===== src/design/adft_pkg.sv =====
// ----------------------------------------------------------------------------
// adft_pkg: shared types and constants of the angle-delta frequency tracker
// Item layouts, configuration and control structs, register indexes and the
// fixed scale factors of the frequency arithmetic.
// ----------------------------------------------------------------------------
`timescale 1ns / 1ps

package adft_pkg;

    // Configuration port geometry.
    localparam int ADDR_W = 4;
    localparam int DATA_W = 32;

    // Register indexes, taken from paddr[3:2].
    localparam logic [1:0] REG_SENSOR_PRESENT = 2'd0;
    localparam logic [1:0] REG_OUTLIER_LIMIT  = 2'd1;
    localparam logic [1:0] REG_EMA_ALPHA      = 2'd2;

    // Item operation codes.
    localparam logic OP_SAMPLE = 1'b0;
    localparam logic OP_CLOSE  = 1'b1;

    // Register reset values.
    localparam logic        SENSOR_PRESENT_RST = 1'b1;
    localparam logic [11:0] OUTLIER_LIMIT_RST  = 12'd512;
    localparam logic [16:0] EMA_ALPHA_RST      = 17'd19661;

    // Alpha of one in Q1.16; larger values are clamped to it.
    localparam logic [16:0] ALPHA_ONE = 17'h10000;

    // Milliseconds per second and the output scale.
    localparam logic [9:0] HZ_MS_SCALE  = 10'd1000;
    localparam logic [6:0] HZ_OUT_SCALE = 7'd100;

    typedef struct packed {
        logic        op;
        logic [11:0] raw_angle;
        logic [15:0] elapsed_ms;
    } adft_meas_t;

    typedef struct packed {
        logic [15:0]        hz_times_100;
        logic signed [11:0] last_delta;
    } adft_rate_t;

    typedef struct packed {
        logic        sensor_present;
        logic [11:0] outlier_limit;
        logic [16:0] ema_alpha;
    } adft_cfg_t;

    // Datapath commands, at most one per controller step.
    typedef struct packed {
        logic load;
        logic delta;
        logic update;
        logic close_abs;
        logic mul;
        logic ema_diff;
        logic ema_mul;
        logic ema_add;
        logic result;
    } adft_cmd_t;

    // Datapath status seen by the controller.
    typedef struct packed {
        logic op;
        logic elapsed_zero;
        logic sensor_present;
        logic div_busy;
    } adft_status_t;

endpackage


===== src/design/angle_delta_frequency_tracker_core.sv =====
// ----------------------------------------------------------------------------
// angle_delta_frequency_tracker_core: encoder speed estimator top level
// Angle samples feed a filtered window sum; window-close items turn it into a
// smoothed rotation frequency reported in hundredths of a hertz.
//
//   channel   direction  handshake                 payload
//   meas      in         meas_valid / meas_stall   meas_item  (adft_meas_t)
//   rate      out        rate_valid / rate_stall   rate_item  (adft_rate_t)
//   config    in/out     APB psel/penable/pready   paddr, pwdata, prdata
//
// One item is in work at a time; every item yields exactly one result.
// An angle sample passes the delta and update steps; an item with the sensor
// absent goes straight to the result, and a window close with zero elapsed
// time goes to the result after the magnitude step. Any other window close
// runs the serial divider, which forms one quotient bit of the 58 - ANGLE_BITS
// bit scaled sum per cycle, and then the EMA steps.
// The result register frees the controller: the next item is taken while a
// result waits; a held rate_stall only blocks the following result.
// Reset is asynchronous and active low; no clearing pass is needed.
// ----------------------------------------------------------------------------
`timescale 1ns / 1ps

module angle_delta_frequency_tracker_core #(
    parameter int unsigned ANGLE_BITS = 12
) (
    input  logic                          clk,
    input  logic                          rst_n,
    input  logic                          psel,
    input  logic                          penable,
    input  logic                          pwrite,
    input  logic [adft_pkg::ADDR_W-1:0]   paddr,
    input  logic [adft_pkg::DATA_W-1:0]   pwdata,
    output logic [adft_pkg::DATA_W-1:0]   prdata,
    output logic                          pready,
    input  logic                          meas_valid,
    output logic                          meas_stall,
    input  adft_pkg::adft_meas_t          meas_item,
    output logic                          rate_valid,
    input  logic                          rate_stall,
    output adft_pkg::adft_rate_t          rate_item
);
    import adft_pkg::*;

    adft_cfg_t    cfg;
    adft_cmd_t    cmd;
    adft_status_t status;

    // Configuration registers.
    adft_regs u_regs (
        .clk     (clk),
        .rst_n   (rst_n),
        .psel    (psel),
        .penable (penable),
        .pwrite  (pwrite),
        .paddr   (paddr),
        .pwdata  (pwdata),
        .prdata  (prdata),
        .pready  (pready),
        .cfg     (cfg)
    );

    // Sequencing controller.
    adft_ctrl u_ctrl (
        .clk        (clk),
        .rst_n      (rst_n),
        .meas_valid (meas_valid),
        .meas_stall (meas_stall),
        .rate_valid (rate_valid),
        .rate_stall (rate_stall),
        .status     (status),
        .cmd        (cmd)
    );

    // Arithmetic datapath.
    adft_dpath #(
        .ANGLE_BITS (ANGLE_BITS)
    ) u_dpath (
        .clk       (clk),
        .rst_n     (rst_n),
        .meas_item (meas_item),
        .cmd       (cmd),
        .cfg       (cfg),
        .status    (status),
        .rate_item (rate_item)
    );

endmodule


===== src/design/adft_regs.sv =====
// ----------------------------------------------------------------------------
// adft_regs: configuration register file
// APB-style slave holding sensor_present, outlier_limit and ema_alpha.
// ----------------------------------------------------------------------------
`timescale 1ns / 1ps

module adft_regs (
    input  logic                          clk,
    input  logic                          rst_n,
    input  logic                          psel,
    input  logic                          penable,
    input  logic                          pwrite,
    input  logic [adft_pkg::ADDR_W-1:0]   paddr,
    input  logic [adft_pkg::DATA_W-1:0]   pwdata,
    output logic [adft_pkg::DATA_W-1:0]   prdata,
    output logic                          pready,
    output adft_pkg::adft_cfg_t           cfg
);
    import adft_pkg::*;

    adft_cfg_t  cfg_reg;
    adft_cfg_t  cfg_next;
    logic [1:0] reg_idx;

    assign reg_idx = paddr[ADDR_W-1:2];
    assign pready  = 1'b1;
    assign cfg     = cfg_reg;

    // Write decode; the access phase commits the data.
    always_comb
    begin
        cfg_next = cfg_reg;
        if (psel && penable && pwrite)
        begin
            unique case (reg_idx)
                REG_SENSOR_PRESENT: cfg_next.sensor_present = pwdata[0];
                REG_OUTLIER_LIMIT:  cfg_next.outlier_limit  = pwdata[11:0];
                REG_EMA_ALPHA:      cfg_next.ema_alpha      = pwdata[16:0];
                default:            cfg_next = cfg_reg;
            endcase
        end
    end

    // Read mux.
    always_comb
    begin
        unique case (reg_idx)
            REG_SENSOR_PRESENT: prdata = {{(DATA_W-1){1'b0}}, cfg_reg.sensor_present};
            REG_OUTLIER_LIMIT:  prdata = {{(DATA_W-12){1'b0}}, cfg_reg.outlier_limit};
            REG_EMA_ALPHA:      prdata = {{(DATA_W-17){1'b0}}, cfg_reg.ema_alpha};
            default:            prdata = '0;
        endcase
    end

    always_ff @(posedge clk or negedge rst_n)
    begin
        if (!rst_n)
        begin
            cfg_reg.sensor_present <= SENSOR_PRESENT_RST;
            cfg_reg.outlier_limit  <= OUTLIER_LIMIT_RST;
            cfg_reg.ema_alpha      <= EMA_ALPHA_RST;
        end
        else
        begin
            cfg_reg <= cfg_next;
        end
    end

endmodule


===== src/design/adft_ctrl.sv =====
// ----------------------------------------------------------------------------
// adft_ctrl: sequencing controller
// Accepts one item at a time, steps the datapath through the sample or
// window-close sequence and owns the result valid flag.
// ----------------------------------------------------------------------------
`timescale 1ns / 1ps

module adft_ctrl (
    input  logic                    clk,
    input  logic                    rst_n,
    input  logic                    meas_valid,
    output logic                    meas_stall,
    output logic                    rate_valid,
    input  logic                    rate_stall,
    input  adft_pkg::adft_status_t  status,
    output adft_pkg::adft_cmd_t     cmd
);
    import adft_pkg::*;

    typedef enum logic [3:0] {
        IDLE,
        DECIDE,
        SAMPLE_DELTA,
        SAMPLE_UPDATE,
        CLOSE_ABS,
        CLOSE_MUL,
        CLOSE_DIV,
        EMA_DIFF,
        EMA_MUL,
        EMA_ADD,
        RESULT
    } state_t;

    state_t state_reg;
    state_t state_next;
    logic   rate_valid_reg;
    logic   rate_valid_next;
    logic   out_free;

    assign meas_stall = (state_reg != IDLE);
    assign rate_valid = rate_valid_reg;
    assign out_free   = !rate_valid_reg || !rate_stall;

    // Commands decoded from the current step.
    always_comb
    begin
        cmd           = '0;
        cmd.load      = (state_reg == IDLE) && meas_valid;
        cmd.delta     = (state_reg == SAMPLE_DELTA);
        cmd.update    = (state_reg == SAMPLE_UPDATE);
        cmd.close_abs = (state_reg == CLOSE_ABS);
        cmd.mul       = (state_reg == CLOSE_MUL);
        cmd.ema_diff  = (state_reg == EMA_DIFF);
        cmd.ema_mul   = (state_reg == EMA_MUL);
        cmd.ema_add   = (state_reg == EMA_ADD);
        cmd.result    = (state_reg == RESULT) && out_free;
    end

    // Next step.
    always_comb
    begin
        state_next = state_reg;
        unique case (state_reg)
            IDLE:
            begin
                if (meas_valid)
                begin
                    state_next = DECIDE;
                end
            end
            DECIDE:
            begin
                if (!status.sensor_present)
                begin
                    state_next = RESULT;
                end
                else
                begin
                    unique case (status.op)
                        OP_SAMPLE: state_next = SAMPLE_DELTA;
                        OP_CLOSE:  state_next = CLOSE_ABS;
                    endcase
                end
            end
            SAMPLE_DELTA:  state_next = SAMPLE_UPDATE;
            SAMPLE_UPDATE: state_next = RESULT;
            CLOSE_ABS:     state_next = status.elapsed_zero ? RESULT : CLOSE_MUL;
            CLOSE_MUL:     state_next = CLOSE_DIV;
            CLOSE_DIV:
            begin
                if (!status.div_busy)
                begin
                    state_next = EMA_DIFF;
                end
            end
            EMA_DIFF:      state_next = EMA_MUL;
            EMA_MUL:       state_next = EMA_ADD;
            EMA_ADD:       state_next = RESULT;
            RESULT:
            begin
                if (out_free)
                begin
                    state_next = IDLE;
                end
            end
            default:       state_next = IDLE;
        endcase
    end

    // Result valid: set when the output register loads, cleared when taken.
    always_comb
    begin
        rate_valid_next = rate_valid_reg;
        if (cmd.result)
        begin
            rate_valid_next = 1'b1;
        end
        else if (rate_valid_reg && !rate_stall)
        begin
            rate_valid_next = 1'b0;
        end
    end

    always_ff @(posedge clk or negedge rst_n)
    begin
        if (!rst_n)
        begin
            state_reg      <= IDLE;
            rate_valid_reg <= 1'b0;
        end
        else
        begin
            state_reg      <= state_next;
            rate_valid_reg <= rate_valid_next;
        end
    end

endmodule


===== src/design/adft_dpath.sv =====
// ----------------------------------------------------------------------------
// adft_dpath: tracker datapath
// Angle delta wrap and outlier filter, saturating window sum, frequency
// scaling with a bit-serial divider, EMA smoothing and the output register.
// ----------------------------------------------------------------------------
`timescale 1ns / 1ps

module adft_dpath #(
    parameter int unsigned ANGLE_BITS = 12
) (
    input  logic                    clk,
    input  logic                    rst_n,
    input  adft_pkg::adft_meas_t    meas_item,
    input  adft_pkg::adft_cmd_t     cmd,
    input  adft_pkg::adft_cfg_t     cfg,
    output adft_pkg::adft_status_t  status,
    output adft_pkg::adft_rate_t    rate_item
);
    import adft_pkg::*;

    // Delta width: the raw difference spans almost two full turns.
    localparam int DW  = ANGLE_BITS + 2;
    // Scale of counts to Q16.16 turns per second: 1000 << (16 - ANGLE_BITS).
    localparam int SW  = 26 - ANGLE_BITS;
    localparam int PW  = 32 + SW;
    localparam int CW  = $clog2(PW + 1);
    localparam int EPW = 51;

    localparam logic signed [DW-1:0] ANG_HALF = DW'(2 ** (ANGLE_BITS - 1));
    localparam logic signed [DW-1:0] ANG_FULL = DW'(2 ** ANGLE_BITS);
    localparam logic [SW-1:0]        HZ_SCALE = SW'(HZ_MS_SCALE) << (16 - ANGLE_BITS);

    // Architectural state.
    logic [ANGLE_BITS-1:0]  prev_reg;
    logic                   first_reg;
    logic signed [31:0]     sum_reg;
    logic [31:0]            filt_reg;
    logic signed [11:0]     kept_reg;
    logic [CW-1:0]          cnt_reg;

    // Working registers.
    adft_meas_t             meas_reg;
    logic signed [DW-1:0]   delta_reg;
    logic [31:0]            mag_reg;
    logic [PW-1:0]          dvd_reg;
    logic [15:0]            rem_reg;
    logic [16:0]            alpha_reg;
    logic signed [32:0]     diff_reg;
    logic signed [EPW-1:0]  eprod_reg;
    adft_rate_t             rate_reg;

    logic [ANGLE_BITS-1:0]  raw_m;
    logic signed [DW-1:0]   diff_raw;
    logic signed [DW-1:0]   delta_wrap;
    logic signed [31:0]     d32;
    logic signed [31:0]     lim32;
    logic                   delta_ok;
    logic signed [32:0]     sum33;
    logic signed [31:0]     sum_sat;
    logic [16:0]            rem_shift;
    logic [16:0]            divisor;
    logic                   q_bit;
    logic [31:0]            hz_sat;
    logic signed [EPW-1:0]  ema_sum;
    logic [38:0]            out_prod;

    assign status.op             = meas_reg.op;
    assign status.elapsed_zero   = (meas_reg.elapsed_ms == 16'd0);
    assign status.sensor_present = cfg.sensor_present;
    assign status.div_busy       = (cnt_reg != '0);
    assign rate_item             = rate_reg;

    // Angle wrap into -half..+half counts.
    always_comb
    begin
        raw_m    = ANGLE_BITS'(meas_reg.raw_angle);
        diff_raw = $signed({2'b00, raw_m}) - $signed({2'b00, prev_reg});
        if (diff_raw > ANG_HALF)
        begin
            delta_wrap = diff_raw - ANG_FULL;
        end
        else if (diff_raw < -ANG_HALF)
        begin
            delta_wrap = diff_raw + ANG_FULL;
        end
        else
        begin
            delta_wrap = diff_raw;
        end
    end

    // Outlier window and saturating accumulate.
    always_comb
    begin
        d32      = 32'(delta_reg);
        lim32    = $signed({20'd0, cfg.outlier_limit});
        delta_ok = (d32 > -lim32) && (d32 < lim32);
        sum33    = $signed({sum_reg[31], sum_reg}) + $signed({d32[31], d32});
        if (sum33[32] != sum33[31])
        begin
            sum_sat = sum33[32] ? 32'sh8000_0000 : 32'sh7FFF_FFFF;
        end
        else
        begin
            sum_sat = sum33[31:0];
        end
    end

    // One restoring divide step per cycle.
    always_comb
    begin
        divisor   = {1'b0, meas_reg.elapsed_ms};
        rem_shift = {rem_reg, dvd_reg[PW-1]};
        q_bit     = (rem_shift >= divisor);
    end

    // Smoothing: filt + floor(alpha * (hz - filt) / 2^16).
    always_comb
    begin
        hz_sat   = (|dvd_reg[PW-1:32]) ? 32'hFFFF_FFFF : dvd_reg[31:0];
        ema_sum  = $signed({19'd0, filt_reg}) + (eprod_reg >>> 16);
        out_prod = filt_reg * HZ_OUT_SCALE;
    end

    // State with reset values.
    always_ff @(posedge clk or negedge rst_n)
    begin
        if (!rst_n)
        begin
            prev_reg  <= '0;
            first_reg <= 1'b1;
            sum_reg   <= '0;
            filt_reg  <= '0;
            kept_reg  <= '0;
            cnt_reg   <= '0;
        end
        else
        begin
            if (cmd.update)
            begin
                prev_reg  <= raw_m;
                first_reg <= 1'b0;
                if (!first_reg && delta_ok)
                begin
                    sum_reg  <= sum_sat;
                    kept_reg <= d32[11:0];
                end
            end
            if (cmd.close_abs)
            begin
                sum_reg <= '0;
            end
            if (cmd.mul)
            begin
                cnt_reg <= CW'(PW);
            end
            else if (cnt_reg != '0)
            begin
                cnt_reg <= cnt_reg - 1'b1;
            end
            if (cmd.ema_add)
            begin
                filt_reg <= ema_sum[31:0];
            end
        end
    end

    // Working registers, no reset needed.
    always_ff @(posedge clk)
    begin
        if (cmd.load)
        begin
            meas_reg <= meas_item;
        end
        if (cmd.delta)
        begin
            delta_reg <= delta_wrap;
        end
        if (cmd.close_abs)
        begin
            mag_reg <= sum_reg[31] ? (32'd0 - sum_reg) : sum_reg;
        end
        if (cmd.mul)
        begin
            dvd_reg <= mag_reg * HZ_SCALE;
            rem_reg <= '0;
        end
        else if (cnt_reg != '0)
        begin
            dvd_reg <= {dvd_reg[PW-2:0], q_bit};
            rem_reg <= q_bit ? 16'(rem_shift - divisor) : rem_shift[15:0];
        end
        if (cmd.ema_diff)
        begin
            diff_reg  <= $signed({1'b0, hz_sat}) - $signed({1'b0, filt_reg});
            alpha_reg <= (cfg.ema_alpha > ALPHA_ONE) ? ALPHA_ONE : cfg.ema_alpha;
        end
        if (cmd.ema_mul)
        begin
            eprod_reg <= diff_reg * $signed({1'b0, alpha_reg});
        end
        if (cmd.result)
        begin
            rate_reg.hz_times_100 <= (|out_prod[38:32]) ? 16'hFFFF : out_prod[31:16];
            rate_reg.last_delta   <= kept_reg;
        end
    end

endmodule


===== config.mk =====
export PLATFORM = sky130hd
export DESIGN_NAME = angle_delta_frequency_tracker_core
export DESIGN_NICKNAME = d
export VERILOG_FILES = /design/src/design/adft_pkg.sv /design/src/design/angle_delta_frequency_tracker_core.sv /design/src/design/adft_regs.sv /design/src/design/adft_ctrl.sv /design/src/design/adft_dpath.sv
export SDC_FILE = /design/constraint.sdc
export NUM_CORES = 2
export LEC_CHECK = 0
export BUFFER_PORTS_ARGS = -buffer_cell sky130_fd_sc_hd__buf_2
export CAP_MARGIN = 20
export CORE_MARGIN = 8
export CORE_UTILIZATION = 50
export DETAILED_ROUTE_END_ITERATION = 10
export PLACE_DENSITY = 0.76
export SLEW_MARGIN = 10
export SYNTH_ARGS = -nofsm -noshare
export SYNTH_HDL_FRONTEND = slang
export SYNTH_SLANG_ARGS = --single-unit

===== constraint.sdc =====
create_clock -name clk -period 8.05 [get_ports clk]
set_input_delay 1.61 -clock clk [delete_from_list [all_inputs] [get_ports clk]]
set_output_delay 1.61 -clock clk [all_outputs]
set_load 0.03 [all_outputs]

## Word-level counts from Yosys, hierarchy flattened

Index checks and enable logic that the tools add are counted.

| storage, ports and cells | value |
|---|---|
| bits in registers | 393 |
| word-level logic and storage cells | 114 |
| output and inout port bits | 63 |
| input bits | 72 |

| operators by class | value |
|---|---|
| reduce and logical (&&, ||, !) cells | 29 |
| bitwise gates (word level) | 1 |
| equality and inequality tests | 16 |
| magnitude comparators | 6 |
| multipliers | 3 |
| $add $sub $neg | 10 |
| muxes and demuxes | 24 |

Operators by type and width:

| operator | number |
|---|---|
| $mux W32 | 6 |
| $mux W46 | 2 |
| $pmux W17 S3 | 1 |
| $mul A33 B18 Y48 | 1 |
| $pmux W4 S10 | 1 |
| $mul A32 B7 Y39 const B | 1 |
| $mul A32 B5 Y37 const B | 1 |
| $add A32 B14 Y33 | 1 |
| $sub A32 B32 Y33 | 1 |
| $add A32 B32 Y32 | 1 |
| $gt A14 B32 Y1 | 1 |
| $neg A12 Y32 | 1 |
| $sub A1 B32 Y32 const A | 1 |
| $mux W31 | 1 |
| $mux W14 | 2 |
| $mux W4 | 5 |
| $ge A17 B16 Y1 | 1 |
| $gt A17 B17 Y1 const B | 1 |
| $eq A4 B3 Y1 const B | 4 |
| $logic_not A16 Y1 | 1 |
| $mux W16 | 1 |
| $sub A16 B16 Y16 | 1 |
| $add A14 B14 Y14 const B | 1 |
| $gt A14 B13 Y1 const B | 1 |
| other kinds (30) | 51 |

## Longest topological paths before layout

| logic depth | value |
|---|---|
| word-level depth | 7 |
| gate-level depth with buffers | 26 |
| depth with buffers taken out | 25 |

## By module

A second synthesis with hierarchy kept.

| second synthesis, totals | value |
|---|---|
| cells, all modules | 4918 |
| area total of the unflattened synthesis | 47727.0 sq um |

Modules (own cells, without submodules):

| module | area each (sq um) | cells each | times used | seq. area each (sq um) |
|---|---|---|---|---|
| adft_dpath | 45839.0 | 4757 | 1 | 9565.4 |
| adft_regs | 1466.4 | 108 | 1 | 763.2 |
| adft_ctrl | 421.7 | 53 | 1 | 125.1 |

## Worst setup path before layout

No wires, ideal clock.

| path | value |
|---|---|
| path kind | register -> register |
| start point | register u_dpath.alpha_reg[9] |
| end point | register u_dpath.eprod_reg[46] (data pin) |
| stages on the path, launching flop included | 24 |
| setup slack | 1.564 ns |
| arrival time | 6.224 ns |
| buffers on the path | 1 |
| cell sequence | edfxtp_1 -> clkbuf_1 -> nand2_1 -> fa_1 -> inv_1 -> fa_1 -> inv_1 -> fa_1 -> inv_1 -> fa_1 -> fa_1 -> inv_1 -> fa_1 -> inv_1 -> ha_1 -> a21o_1 -> a2111o_1 -> o221ai_1 -> o21ai_1 -> o211ai_2 -> a31oi_1 -> o41ai_2 -> o21bai_1 -> xor2_1 |

| between the ends | value |
|---|---|
| longest elaborated chain between the ends | 1 |

Ends and longest elaborated chain:

| element | RTL line | source |
|---|---|---|
| from (decl) | adft_dpath.sv:47 | `logic [16:0] alpha_reg;` |
| from (signal assigned) | adft_dpath.sv:196 | `alpha_reg <= (cfg.ema_alpha > ALPHA_ONE) ? ALPHA_ONE : cfg.ema_alpha;` |
| $mul A33 B18 Y48 | adft_dpath.sv:200 | `eprod_reg <= diff_reg * $signed({1'b0, alpha_reg});` |
| to (signal assigned) | adft_dpath.sv:200 |  |
| to (decl) | adft_dpath.sv:49 | `logic signed [EPW-1:0] eprod_reg;` |

No other way between the ends.
A chain may end at the register's enable or synchronous reset.

## Worst setup path in the final report

| path | value |
|---|---|
| start point | register u_dpath.diff_reg[13] |
| end point | register u_dpath.eprod_reg[46] (data pin) |

| between the ends | value |
|---|---|
| longest elaborated chain between the ends | 1 |

Ends and longest elaborated chain:

| element | RTL line | source |
|---|---|---|
| from (decl) | adft_dpath.sv:48 | `logic signed [32:0] diff_reg;` |
| from (signal assigned) | adft_dpath.sv:195 | `diff_reg <= $signed({1'b0, hz_sat}) - $signed({1'b0, filt_reg});` |
| $mul A33 B18 Y48 | adft_dpath.sv:200 |  |

No other way between the ends.

==> results.tsv <==
metric	value	unit
core box area	94730	um2
Die Footprint	105300	um2
fin crit share	92.01	%
area post-placement	49520	um2
Netlist cell types	95	
vias	33934	
total CTS buffers	41	
f_max	135.0	MHz
# hold bufs at CTS	0	
ys async rst share	34.48	%
clock slew at reported path FFs	60	ps
Critical Path Fanout Max	17	
Largest register FFs	46	
die height	324.5	um
final hold viol count	0	
vias in the first global route	36738	
fill cell count	8282	
drt wl/cell	17.07	um
clk_skew	28.58	ps
first-pass GRT wire length	181.0	mm
CTS tree	done	
Post-route DRC	0	
diode count	0	
worst skew pair latency	600	ps
Num Clock Sinks	377	
GRT busiest layer	met2	
Clock Tree Root	clkbuf_16	
DR vias/cell	5.429	
Synth-to-Final Area Change	6.856	%
Overflow after GRT	0	
Post-Syn Instances	4902	
post-synth top area cell	fa_1	
max_cap viols	0	
Pre-antenna DRT Iters	5	
register area	10450	um2
chip width	324.5	um
GPL Wtd Cong	0.8988	
Seq/Total Area, Yosys	21.96	%
M3 GR Usage	3.372	%
initial core utilization	50.25	%
most numerous cell in the Yosys netlist	inv_1	
Post-synth top cells	inv_1, fa_1, nand2_1, ha_1, and2_1	
Synth Cell Area	47600	um2
crit path launch type	flop	
FF-to-FF path depth	21	
hold_ws	438.0	ps
slew at the pin closest to its max-slew limit	1001	ps
Synth area leaders	fa_1, edfxtp_1, ha_1, inv_1, dfrtp_1	
syn_area_per_cell	9.710	um2
postcts setup bufs	0	
Rows	113	
IO Pins	135	
# setup viols final	0	
routing usage on met2	36.11	%
number of flops mapped to enable cells by yosys	224	
GRT met1 Usage	25.54	%
Finished Layout Cells	6251	
TNS Setup	0	ps
hold depth	0	
status	finished clean	
1st-iter DRT viols	1618	
Final Cell Area	50860	um2
CP required	8370	ps
hold crit path type	reg -> reg	
top cell type's share of synthesized area	27.89	%
Setup Crit Path Kind	reg -> reg	
synth warn	0	
layout cells sized above 1	6.959	%
ys flop type	edfxtp_1	
I/O Buffers	101	
RSZ-0062 raised after global routing	no	
drt total wl	106.7	mm
Min Clock Period, post-route	7407	ps
footprint of the multi-input gates	33380	um2
Final Max Slew Viols	0	
element type at the critical path end	flop	
flops & latches, synth	377	
crit path DAT	7730	ps
initial antenna violation count	0	
worst rel slew slack	33.30	%
post-CTS resize count	0	
placed cell count	6175	
# H-tree levels	2	
GRT Util Overall	20.40	%
Clock Tree Buf Depth	3	
Total Nets Final	6143	
largest net degree at the start of global routing	75	
DP HPWL	85.48	mm
antenna-violating nets left	0	
-- final timing paths --
kind | from | to | slack (ps)
worst max-delay path | u_dpath.diff_reg[13] | u_dpath.eprod_reg[46] | 640
worst min-delay path | u_dpath.kept_reg[10] | u_dpath.rate_item[10] | 440
worst max register to register | u_dpath.diff_reg[13] | u_dpath.eprod_reg[46] | 640
worst min register to register | u_dpath.kept_reg[10] | u_dpath.rate_item[10] | 440
max in group asynchronous | rst_n | u_dpath.sum_reg[29] | 5620
min in group asynchronous | rst_n | u_dpath.sum_reg[17] | 1090
-- cell usage in the layout (no fill, tap or decap), types with 19 or more instances in the layout --
| cell | synthesis | layout |
|---|---|---|
| fa_1 | 663 | 663 |
| buf_4 | 17 | 56 |
| and3_1 | 32 | 31 |
| mux2_2 | 30 | 30 |
| nor2b_1 | 47 | 46 |
| dfrtp_1 | 119 | 119 |
| a21oi_1 | 170 | 169 |
| inv_1 | 846 | 846 |
| xnor2_1 | 145 | 145 |
| nand2_1 | 506 | 506 |
| a21o_1 | 107 | 107 |
| edfxtp_1 | 224 | 224 |
| o21a_1 | 43 | 43 |
| dfxtp_1 | 23 | 23 |
| nor3_1 | 42 | 39 |
| nand3_1 | 55 | 55 |
| and2_1 | 334 | 334 |
| xor2_1 | 87 | 87 |
| o21bai_1 | 25 | 25 |
| o21ai_0 | 213 | 213 |
| a31oi_1 | 23 | 23 |
| ha_1 | 455 | 455 |
| clkbuf_16 | 0 | 41 |
| nand2b_1 | 24 | 24 |
| nor2_1 | 152 | 151 |
| or2_2 | 34 | 34 |
| nand4_1 | 31 | 31 |
| buf_2 | 5 | 100 |
| nor4_1 | 19 | 19 |
-- stage by stage --
stage / setup WS, ps / util (%)
6_report: 643.0 / 53.69
5_1_grt: 277.3 / 53.69
4_1_cts: 673.3 / 53.69
3_5_place_dp: 701.3 / 52.28
3_3_place_gp: 768.3 / 52.28
2_1_floorplan: 1564 / -
-- metal layers --
metal / up-vias / routed length (um)
li1: 15978 / -
met1: 16886 / 44370
met2: 838 / 53490
met3: 232 / 5860
met4: 0 / 3008
met5: - / 0
-- area by class of cell --
| type | count | area share [%] |
|---|---|---|
| Multi-Input combinational cell | 3530 | 65.62 |
| Sequential cell | 377 | 20.55 |
| Inverter | 846 | 6.244 |
| Tap cell | 1265 | 3.112 |
| Clock buffer | 50 | 2.123 |
| Timing Repair Buffer | 157 | 1.833 |
| Clock inverter | 26 | 0.5117 |
-- critical path, cell delays in order (launching register included) --
cell	delay, ps
edfxtp_1	700
and2_1	320
fa_1	550
inv_1	60
fa_1	500
fa_1	530
inv_1	60
fa_1	500
fa_1	500
inv_1	50
fa_1	470
inv_1	40
ha_1	320
a21o_1	220
a2111o_1	400
o221ai_1	190
o21ai_1	210
o211ai_2	310
a31oi_1	260
o41ai_2	650
o21bai_1	150
xor2_1	170
-- cell families (layout without fill, tap and decap cells) --
group	after synthesis	in the layout	share of synthesized area [%]
flip-flops	377	377	21.96
multiplexers	37	37	0.8570
buffers and inverters	1009	1079	8.152
other	2	16	0.01578
adder cells (fa/ha/maj)	1118	1118	39.85
XOR/XNOR	232	232	4.269
AND/OR/NAND/NOR	1358	1358	14.45
AO/OA/AOI/OAI	769	769	10.45
Power is not shown: default switching activity piles up to over one toggle a cycle in this logic, so the estimate is an artifact.
